`src/rtl/diagonal_majority_morphology_defines.svh`:
```
// assertion helpers used by dmm_ctrl
`ifndef DIAGONAL_MAJORITY_MORPHOLOGY_DEFINES_SVH
`define DIAGONAL_MAJORITY_MORPHOLOGY_DEFINES_SVH

// same-cycle implication, disabled during reset
`define DMM_ASSERT_NOW(label, ante, cons, msg) \
    label: assert property (@(posedge clk) disable iff (!rst_n) (ante) |-> (cons)) \
        else $error(msg);

// next-cycle implication, disabled during reset
`define DMM_ASSERT_NEXT(label, ante, cons, msg) \
    label: assert property (@(posedge clk) disable iff (!rst_n) (ante) |=> (cons)) \
        else $error(msg);

`endif

```
`src/rtl/dmm_pkg.sv`:
```
// ----------------------------------------------------------------------------
// dmm_pkg
// shared types and constants of the diagonal majority morphology filter
// ----------------------------------------------------------------------------
package dmm_pkg;

    localparam logic [23:0] WHITE_PIX = 24'hFFFFFF;

    // configuration register indexes
    localparam logic [1:0] CFG_MODE   = 2'd0;
    localparam logic [1:0] CFG_RADIUS = 2'd1;
    localparam logic [1:0] CFG_WIDTH  = 2'd2;
    localparam logic [1:0] CFG_HEIGHT = 2'd3;

    // configuration reset values
    localparam logic        MODE_RST   = 1'b0;
    localparam logic [3:0]  RADIUS_RST = 4'd11;
    localparam logic [10:0] WIDTH_RST  = 11'd640;
    localparam logic [10:0] HEIGHT_RST = 11'd480;

    typedef struct packed {
        logic accept;
        logic start_vote;
        logic vote_step;
        logic load_out;
    } dmm_cmd_t;

    typedef struct packed {
        logic emit_ok;
        logic vote_last;
        logic out_free;
    } dmm_status_t;

endpackage

```
`src/rtl/dmm_ctrl.sv`:
```
// ----------------------------------------------------------------------------
// dmm_ctrl
// sequencer: accept, emit check, vote loop, flush and output load
// ----------------------------------------------------------------------------
`include "diagonal_majority_morphology_defines.svh"

module dmm_ctrl
    import dmm_pkg::*;
(
    input  logic        clk,
    input  logic        rst_n,
    input  logic        in_valid,
    output logic        in_stall,
    input  dmm_status_t status,
    output dmm_cmd_t    cmd
);

    localparam logic [2:0] S_IDLE  = 3'd0;
    localparam logic [2:0] S_CHECK = 3'd1;
    localparam logic [2:0] S_VOTE  = 3'd2;
    localparam logic [2:0] S_FLUSH = 3'd3;
    localparam logic [2:0] S_LOAD  = 3'd4;

    logic [2:0] state_reg;
    logic [2:0] state_next;

    assign in_stall = (state_reg != S_IDLE);

    always_comb
    begin
        cmd            = '0;
        cmd.accept     = (state_reg == S_IDLE) && in_valid;
        cmd.start_vote = (state_reg == S_CHECK) && status.emit_ok;
        cmd.vote_step  = (state_reg == S_VOTE);
        cmd.load_out   = (state_reg == S_LOAD) && status.out_free;
    end

    always_comb
    begin
        state_next = state_reg;
        case (state_reg)
            S_IDLE:
            begin
                if (in_valid)
                begin
                    state_next = S_CHECK;
                end
            end
            S_CHECK:
            begin
                state_next = status.emit_ok ? S_VOTE : S_IDLE;
            end
            S_VOTE:
            begin
                if (status.vote_last)
                begin
                    state_next = S_FLUSH;
                end
            end
            S_FLUSH:
            begin
                state_next = S_LOAD;
            end
            S_LOAD:
            begin
                if (status.out_free)
                begin
                    state_next = S_IDLE;
                end
            end
            default:
            begin
                state_next = S_IDLE;
            end
        endcase
    end

    always_ff @(posedge clk or negedge rst_n)
    begin
        if (!rst_n)
        begin
            state_reg <= S_IDLE;
        end
        else
        begin
            state_reg <= state_next;
        end
    end

    `DMM_ASSERT_NEXT(a_accept_then_check, cmd.accept, state_reg == S_CHECK, "accept not followed by check")
    `DMM_ASSERT_NOW(a_load_needs_room, cmd.load_out, status.out_free, "output load while register busy")
    `DMM_ASSERT_NEXT(a_flush_then_load, state_reg == S_FLUSH, state_reg == S_LOAD, "flush not followed by load")

endmodule

```
`config.mk`:
```
export PLATFORM = sky130hd
export DESIGN_NAME = dmm_ctrl
export DESIGN_NICKNAME = d
export VERILOG_FILES = /design/src/rtl/dmm_pkg.sv /design/src/rtl/dmm_ctrl.sv
export VERILOG_INCLUDE_DIRS = /design/src /design/src/rtl
export SDC_FILE = /design/constraint.sdc
export NUM_CORES = 1
export LEC_CHECK = 0
export ABC_AREA = 1
export BUFFER_PORTS_ARGS = -buffer_cell sky130_fd_sc_hd__buf_2
export CELL_PAD_IN_SITES_DETAIL_PLACEMENT = 1
export CELL_PAD_IN_SITES_GLOBAL_PLACEMENT = 1
export CORE_AREA = 10 10 47 49
export CTS_CLUSTER_SIZE = 40
export DETAILED_ROUTE_END_ITERATION = 10
export DIE_AREA = 0 0 57 59
export GPL_TIMING_DRIVEN = 0
export PLACE_DENSITY = 0.48
export SYNTH_ARGS = -nofsm -noshare
export SYNTH_HDL_FRONTEND = slang
export SYNTH_SLANG_ARGS = --single-unit
```
`constraint.sdc`:
```
create_clock -name clk -period 0.86 [get_ports clk]
set_input_delay 0.172 -clock clk [delete_from_list [all_inputs] [get_ports clk]]
set_output_delay 0.172 -clock clk [all_outputs]
set_load 0.02 [all_outputs]
```
==> flow_metrics.tcl, run 1 <==
set metrics [dict create \
    status "finished with violations" \
    violations "setup timing" \
    cts_tree "done" \
    min_from "status[2]" \
    start_util_pct 12.41 \
    grt_pass1_wl_um 1283 \
    vias 249 \
    cts_made_buffers 3 \
    synth_commonest_cells "inv_1, nand2_1, nand3_1, nor2_1, dfrtp_1" \
    yosysTopAreaCellShare_pct 43.17 \
    cp_max_fo 3 \
    post-synth-top-count-cell "inv_1" \
    relSlewSlack_pct 88.30 \
    die_h_um 59 \
    critPathKind "flip-flop to output port" \
    min_period_ps 1311 \
    setup_ws_ps -451.2 \
    diodes 0 \
    leakage_nw 0.2263 \
    grt_use_total_pct 5.322 \
    grt_max_degree 5 \
    clock-sinks 3 \
    ant_nets 0 \
    die_x_um 57 \
    power_frac_comb_pct 67.4 \
    clk_latency_ps 240 \
    io_buffers 10 \
    drc 0 \
    syn_avg_cell_area_sq_um 6.689 \
    worstSetupEndpointType "output port" \
    synth_cells 26 \
    overflow 0 \
    top_level_ports 11 \
    drive_gt1_share_pct 85.11 \
    area_delta_synth_final_pct 171.2 \
    ir_drop_v 0.001148 \
    setup_viol 8 \
    async_flop_share_pct 100.0 \
    num_rows 14 \
    holdCritPathClass "input pin to flip-flop" \
    gp_congestion 0.6607 \
    worstHoldEndpoint "state_reg[1]$_DFFE_PN0P_" \
    period_share_pct 152.5 \
    die_area_sq_mm 0.003363 \
    core_area_sq_mm 0.001401 \
    pwr-share-seq_pct 18.3 \
    synth_area_sq_um 173.9 \
    whs_path_depth 3 \
    ctsHtreeMaxLevel 1 \
    first_pass_iters 1 \
    holdWs_ps 213.7 \
    reg2regPathDepth 5 \
    cp.arrival_ps 1140 \
    rrSetupSlack_ps -170 \
    viasPerCell 3.952 \
    drt_iter0_markers 0 \
    cts.reportedPaths.clkPinSlew_ps 40 \
    rsz0062_at_grt "yes" \
    r2r_start "state_reg[2]$_DFFE_PN0P_" \
    slew_violations 0 \
    clockRootBuffer "clkbuf_4" \
    largest_reg_flops 3 \
    hpwlAfterDp_um 454 \
    worstMarginPinSlew_ps 174.2 \
    skew_ps 5.939 \
    ys_seq_area_share_pct 43.17 \
    power-per-cell-area_mw_per_mm2 3845 \
    crit_path_start_kind "flip-flop" \
    maxCapViolCount 0 \
    hold_viol_final 0 \
    cts_max_path_buffers 2 \
    synth_ff_type "dfrtp_1" \
    synth_edf_count 0 \
    r2r-end "state_reg[0]$_DFFE_PN0P_" \
    cellInternalPower_mw 0.9926 \
    clkPwrFrac_pct 14.2 \
    synth-seq-cells 3 \
    yosys-top-cells-area "dfrtp_1, inv_1, nand3_1" \
    final_nets 54 \
    synthesis.nets 32 \
    ys_types 9 \
    fmax_mhz 762.7 \
    fillers 172 \
    wl_per_cell_um 11.11 \
    antenna_found_initial 0 \
    p_total_mw 1.814 \
    yosysWarnings 0 \
    grt_pass1_vias 314 \
    yosys.area.top_type "dfrtp_1" \
    drt-total-wl_um 700 \
    crit_required_ps 690 \
    swShare_pct 45.27 \
    net-switching-power_mw 0.8209 \
]
==> critical path, cell delays in order, from the launching register on <==
cell,delay (ps)
dfrtp_2,430
nor2_4,190
nand2_4,80
nor2_4,80
buf_6,120
==> metal layers <==
| layer | track usage [%] | part of all wire (%) | up-vias |
|---|---|---|---|
| met2 | 7.287 | 51 | 11 |
| met1 | 4.648 | 32 | 110 |
| met4 | 8.054 | 6.4 | 0 |
| met5 | 0 | 0 | - |
| met3 | 2.790 | 10 | 5 |
| li1 | - | - | 123 |
==> how the worst max path moves through the flow <==
stage,startpoint,end,slack (ps)
2_1_floorplan,state_reg[0]$_DFFE_PN0P_,cmd[3],-150
3_3_place_gp,state_reg[1]$_DFFE_PN0P_,cmd[2],-240
3_5_place_dp,state_reg[1]$_DFFE_PN0P_,cmd[2],-250
4_1_cts,state_reg[0]$_DFFE_PN0P_,cmd[3],-430
5_1_grt,state_reg[2]$_DFFE_PN0P_,cmd[3],-500
6_report,state_reg[2]$_DFFE_PN0P_,cmd[3],-450
==> logic make-up after synthesis <==
logic type,count (synthesis),synth area share (%)
flops,3,43.16
compound gates,2,5.756
buf+inv,7,15.10
simple gates,14,35.97
==> cell type report <==
class	count	area, sq um	area share [%]
timing repair buffer	17	147.6	31.30
inverter	7	28.78	6.101
tap	16	20.02	4.244
clock buffer	4	26.28	5.570
multi-input combinational	16	170.2	36.07
sequential	3	78.83	16.71
==> stage by stage <==
| step | utilization, % | instances | worst slack, ps | TNS, ps | area (sq um) |
|---|---|---|---|---|---|
| floorplan | - | 26 | -154.0 | -484.8 | 220.2 |
| global route | 33.66 | 63 | -499.4 | -2872 | 471.7 |
| detailed placement | 20.71 | 52 | -245.4 | -1246 | 290.3 |
| finish | 33.66 | 63 | -451.2 | -2418 | 471.7 |
| global placement | 20.71 | 52 | -240.5 | -1230 | 290.3 |
| CTS | 31.79 | 64 | -429.9 | -2467 | 445.4 |
==> power groups by stage <==
stage / combinational (mW) / clock, mW / sequential [mW]
3_5_place_dp: 0.660 / 0 / 0.324
5_1_grt: 1.36 / 0.290 / 0.349
4_1_cts: 1.19 / 0.261 / 0.315
2_1_floorplan: 0.503 / 0 / 0.303
6_report: 1.22 / 0.258 / 0.333
3_3_place_gp: 0.657 / 0 / 0.324
==> cell usage in the layout (no fill, tap or decap), drive strengths merged <==
cell | netlist | final
nand2 | 4 | 4
o21ai | 2 | 2
dlygate4sd3 | 0 | 1
nor4 | 1 | 1
nand3 | 4 | 4
nor2 | 5 | 5
dfrtp | 3 | 3
inv | 7 | 7
clkbuf | 0 | 4
buf | 0 | 16
==> timing repair <==
item / CTS / global route
hold buffers: 1 / 0
hold endpoints to repair: 3 / 0
resized for setup: 20 / 11
buffers inserted: 7 / 1
endpoints found under the setup margin: 8 / 8
pin swaps: 6 / 5
Power figures use the tool's default switching activity.
==> inputs of run 2 (changes only) <==
ABC_AREA = not set   (was 1)
PLACE_DENSITY = 0.44   (was 0.48)
==> run 2 against run 1 <==
The flow still finishes with violations (setup timing). Power decreased by 18%. Clock skew fell by 3.3 ps. Flip-flop and latch count is the same. Sequential power down 18%. Die area did not move. Sequential share of layout area grew 2.6 points. Hold slack got worse by 3.0 ps. Critical endpoint unchanged. Highest routed layer is now met3.
==> flow_metrics.tcl, run 2 <==
set metrics [dict create \
    status "finished with violations" \
    violations "setup timing" \
    core_area_sq_mm 0.001401 \
    worstSetupEndpointType "output port" \
    holdCritPathClass "input pin to flip-flop" \
    yosysTopAreaCellShare_pct 47.62 \
    drc 0 \
    synth-seq-cells 3 \
    die_x_um 57 \
    viasPerCell 3.800 \
    worstMarginPinSlew_ps 180.2 \
    placed_area_sq_um 262.8 \
    fillers 169 \
    drive_gt1_share_pct 79.49 \
    grt_pass1_vias 265 \
    start_util_pct 11.25 \
    clock-sinks 3 \
    crit_path_start_kind "flip-flop" \
    grt_max_degree 7 \
    clockRootBuffer "clkbuf_4" \
    place_ws_ps -420.0 \
    use_met1_pct 4.415 \
    gp_congestion 0.7088 \
    ir_drop_v 0.0007775 \
    vias 209 \
    whs_path_depth 3 \
    leakage_nw 0.1947 \
    cts_made_buffers 3 \
    reg2regPathDepth 5 \
    setup_ws_ps -555.1 \
    diodes 0 \
    relSlewSlack_pct 87.64 \
    cts.reportedPaths.clkPinSlew_ps 40 \
    io_buffers 10 \
    critPathKind "flip-flop to output port" \
    hold_viol_final 0 \
    crit_required_ps 690 \
    final_nets 46 \
    syn_avg_cell_area_sq_um 9.853 \
    maxCapViolCount 0 \
    clk_latency_ps 230 \
    overflow 0 \
    skew_ps 2.685 \
    post-synth-top-count-cell "dfrtp_1" \
    wl_per_cell_um 12.42 \
    yosys.area.top_type "dfrtp_1" \
    fin_util_pct 29.20 \
    power-per-cell-area_mw_per_mm2 3613 \
    synth_edf_count 0 \
    min_period_ps 1415 \
    use_met2_pct 5.891 \
    grt_pass1_wl_um 1152 \
    cts_max_path_buffers 2 \
    grt_use_met3_pct 3.863 \
    drt-total-wl_um 683 \
    async_flop_share_pct 100.0 \
    die_area_sq_mm 0.003363 \
    yosysWarnings 0 \
    area_delta_synth_final_pct 159.5 \
    grt_use_total_pct 4.675 \
    synth_cells 16 \
    ant_nets 0 \
    setup_viol 8 \
    cp.arrival_ps 1240 \
    final_cell_mix "buf_2, buf_4, buf_6" \
    top_level_ports 11 \
    cp_max_fo 2 \
    num_rows 14 \
    yosys-top-cells-area "dfrtp_1, mux2i_1, nor3_1" \
    antenna_found_initial 0 \
    die_h_um 59 \
    period_share_pct 164.6 \
    ys_types 12 \
    stdcell_area_sq_um 409.1 \
    rsz0062_at_grt "yes" \
    fmax_mhz 706.6 \
    synth_commonest_cells "dfrtp_1, nand2_1, nor3_1" \
    drt_iter0_markers 1 \
    slew_violations 0 \
    ys_seq_area_share_pct 47.62 \
    largest_reg_flops 3 \
    grt_busiest_layer "met2" \
    synth_ff_type "dfrtp_1" \
    first_pass_iters 2 \
    ctsHtreeMaxLevel 1 \
    synthesis.nets 22 \
    synth_area_sq_um 157.7 \
    cts_tree "done" \
]
==> run 2: repair_timing <==
action,4_1_cts,5_1_grt
setup endpoints to repair,7,8
gates resized for setup,9,5
buffers inserted,5,3
hold buffers,1,0
endpoints found under the hold margin,3,0
pin swaps,2,3
==> run 2: worst paths after layout <==
kind	startpoint	slack (ps)	end
worst max-delay path	state_reg[0]$_DFFE_PN0P_	-560	cmd[3]
worst min-delay path	status[0]	210	state_reg[2]$_DFFE_PN0P_
worst max register to register	state_reg[1]$_DFFE_PN0P_	-480	state_reg[1]$_DFFE_PN0P_
worst min register to register	state_reg[0]$_DFFE_PN0P_	570	state_reg[0]$_DFFE_PN0P_
max in group asynchronous	rst_n	470	state_reg[1]$_DFFE_PN0P_
min in group asynchronous	rst_n	260	state_reg[2]$_DFFE_PN0P_
==> run 2: metrics by stage <==
stage | TNS, ps | cells | hold slack, ps | power [mW]
after floorplan | -1494 | 16 | -123.6 | 0.6705
after global placement | -1752 | 42 | -32.25 | 0.8189
after detailed placement | -1802 | 42 | -29.80 | 0.8270
after CTS | -3199 | 52 | 201.0 | 1.317
after global routing | -4211 | 55 | 228.1 | 1.584
final | -3828 | 55 | 210.7 | 1.478
==> run 2: worst max-delay path, cell delays in order (launching register included) <==
cell and delay, ps:
dfrtp_2 400, or3_4 400, nor2_4 90, buf_6 120
==> run 2: logic make-up (layout without fill, tap and decap cells) <==
logic type | after synthesis | count (layout) | share of synthesized area (%)
buffers and inverters | 1 | 24 | 2.379
DFF | 3 | 3 | 47.62
muxes | 1 | 1 | 6.349
and+or+nand+nor | 11 | 11 | 43.66
==> run 2: layer usage <==
metal / routed length, um / part of all wire (%) / up-vias
li1: - / - / 104
met1: 289 / 42 / 95
met2: 307 / 45 / 10
met3: 86 / 13 / 0
met4: 0 / 0 / 0
met5: 0 / 0 / -
==> run 2: layout make-up <==
class / instances / area [sq um] / share of cell area [%]
Clock buffer: 4 / 26.28 / 6.422
Inverter: 1 / 3.754 / 0.9174
Multi-Input combinational cell: 12 / 127.6 / 31.19
Sequential cell: 3 / 78.83 / 19.27
Tap cell: 16 / 20.02 / 4.893
Timing Repair Buffer: 19 / 152.6 / 37.31
==> run 2: power by group <==
part	switching [mW]	internal, mW
combinational	0.416	0.539
sequential	0.0620	0.211
clock	0.0762	0.174
total	0.554	0.924
==> inputs of run 3 (changes only) <==
--- a/constraint.sdc
+++ b/constraint.sdc
@@ -3,2 +3,2 @@
 set_output_delay 0.172 -clock clk [all_outputs]
-set_load 0.02 [all_outputs]
+set_load 0.01 [all_outputs]
==> run 3 against run 2 <==
The run still ends with setup timing left. Clock power is essentially flat. Sequential share of layout area up 3.5 points. Die area did not move. Sequential power hardly changed. Wire length shrank 13%. Setup slack improved by 18 ps. Fmax up 1.3%. Critical path depth is the same. Global-route usage shrank 0.82 points. Design area fell by 17%. Register-to-register slack about the same. Via count decreased by 8.1%. Critical path type unchanged.
==> flow_metrics.tcl, run 3 (synthesis gave the netlist of run 2 again) <==
set metrics [dict create \
    status "finished with violations" \
    violations "setup timing" \
    largest_reg_flops 3 \
    diodes 0 \
    cts_tree "done" \
    holdCritPathClass "input pin to flip-flop" \
    setup_viol 8 \
    holdWs_ps 222.3 \
    clk_latency_ps 230 \
    hold_viol_final 0 \
    stdcell_area_sq_um 340.3 \
    slew_violations 0 \
    cp_max_fo 4 \
    drt-total-wl_um 596 \
    antenna_found_initial 0 \
    grt_pass1_wl_um 979 \
    min_period_ps 1397 \
    area_delta_synth_final_pct 115.9 \
    cts_max_path_buffers 2 \
    placed_area_sq_um 246.5 \
    cts.reportedPaths.clkPinSlew_ps 40 \
    hpwlAfterDp_um 421.1 \
    fmax_mhz 715.8 \
    top_level_ports 11 \
    setup_ws_ps -537.0 \
    ant_nets 0 \
    overflow 0 \
    cp.arrival_ps 1220 \
    drt_iter0_markers 1 \
    crit_required_ps 690 \
    num_rows 14 \
    p_total_mw 1.156 \
    io_buffers 10 \
    die_h_um 59 \
    start_util_pct 11.25 \
    gp_congestion 0.7250 \
    grt_max_degree 8 \
    relSlewSlack_pct 82.04 \
    skew_ps 5.390 \
    maxCapViolCount 0 \
    ctsHtreeMaxLevel 1 \
    die_x_um 57 \
    grt_use_total_pct 3.856 \
    core_area_sq_mm 0.001401 \
    final_cell_mix "buf_2, clkbuf_4, buf_6" \
    clock-sinks 3 \
    fillers 185 \
    cts_made_buffers 3 \
    final_nets 41 \
    wl_per_cell_um 11.92 \
    drive_gt1_share_pct 70.59 \
    vias 192 \
    leakage_nw 0.1614 \
    crit_path_start_kind "flip-flop" \
    final_common_cell "buf_2" \
    rsz0062_at_grt "yes" \
    power-per-cell-area_mw_per_mm2 3396 \
    critPathKind "flip-flop to output port" \
    period_share_pct 162.4 \
    ir_drop_v 0.001014 \
    first_pass_iters 2 \
    die_area_sq_mm 0.003363 \
    viasPerCell 3.840 \
    finalSetupTns_ps -3170 \
    drc 0 \
    worstMarginPinSlew_ps 265.6 \
    worstSetupEndpointType "output port" \
    clockRootBuffer "clkbuf_4" \
    grt_pass1_vias 225 \
]
## run 3: per-stage QoR
step,std cells,util (%),worst slack [ps]
2_1_floorplan,16,-,-254.5
3_3_place_gp,42,17.59,-361.3
3_5_place_dp,42,17.59,-371.9
4_1_cts,50,23.84,-557.1
5_1_grt,50,24.29,-592.2
6_report,50,24.29,-537.0
## run 3: critical path: stages (launching register included)
cell and delay (ps):
dfrtp_2 420, or3_4 380, nor2_4 90, buf_6 100
## run 3: worst paths after layout
check	from	to	slack [ps]	cells past startpoint
min reg2reg	state_reg[2]$_DFFE_PN0P_	state_reg[0]$_DFFE_PN0P_	520	1
max	state_reg[1]$_DFFE_PN0P_	cmd[3]	-540	3
min	status[0]	state_reg[2]$_DFFE_PN0P_	220	3
max in group asynchronous	rst_n	state_reg[2]$_DFFE_PN0P_	470	2
min in group asynchronous	rst_n	state_reg[0]$_DFFE_PN0P_	260	2
max reg2reg	state_reg[1]$_DFFE_PN0P_	state_reg[2]$_DFFE_PN0P_	-480	4
## run 3: area by class of cell
| type | instances | area, sq um | area share [%] |
|---|---|---|---|
| inverters | 1 | 3.754 | 1.103 |
| clock buffers | 4 | 26.28 | 7.721 |
| multi-input cells | 12 | 116.4 | 34.19 |
| flip-flops and latches | 3 | 77.57 | 22.79 |
| repair buffers | 14 | 96.34 | 28.31 |
| well taps | 16 | 20.02 | 5.882 |
## run 3: report_power, final
part	internal [mW]	switching (mW)	total, mW
registers	0.207	0.0674	0.275
logic	0.360	0.274	0.633
clock network	0.174	0.0740	0.248
## run 3: timing repair
| item | in CTS | in global routing |
|---|---|---|
| hold buffers | 1 | 0 |
| setup buffers | 3 | 1 |
| endpoints found under the hold margin | 3 | 0 |
| setup endpoints to repair | 8 | 8 |
| pin swaps | 2 | 2 |
| gates resized for setup | 8 | 2 |
## run 3: routing by layer
layer / GRT usage (%) / up-vias / share of wire [%]
met4: 3.020 / 0 / 0
met3: 3.433 / 0 / 15
met5: 0 / - / 0
li1: - / 92 / -
met1: 3.589 / 90 / 44
met2: 5.271 / 10 / 41
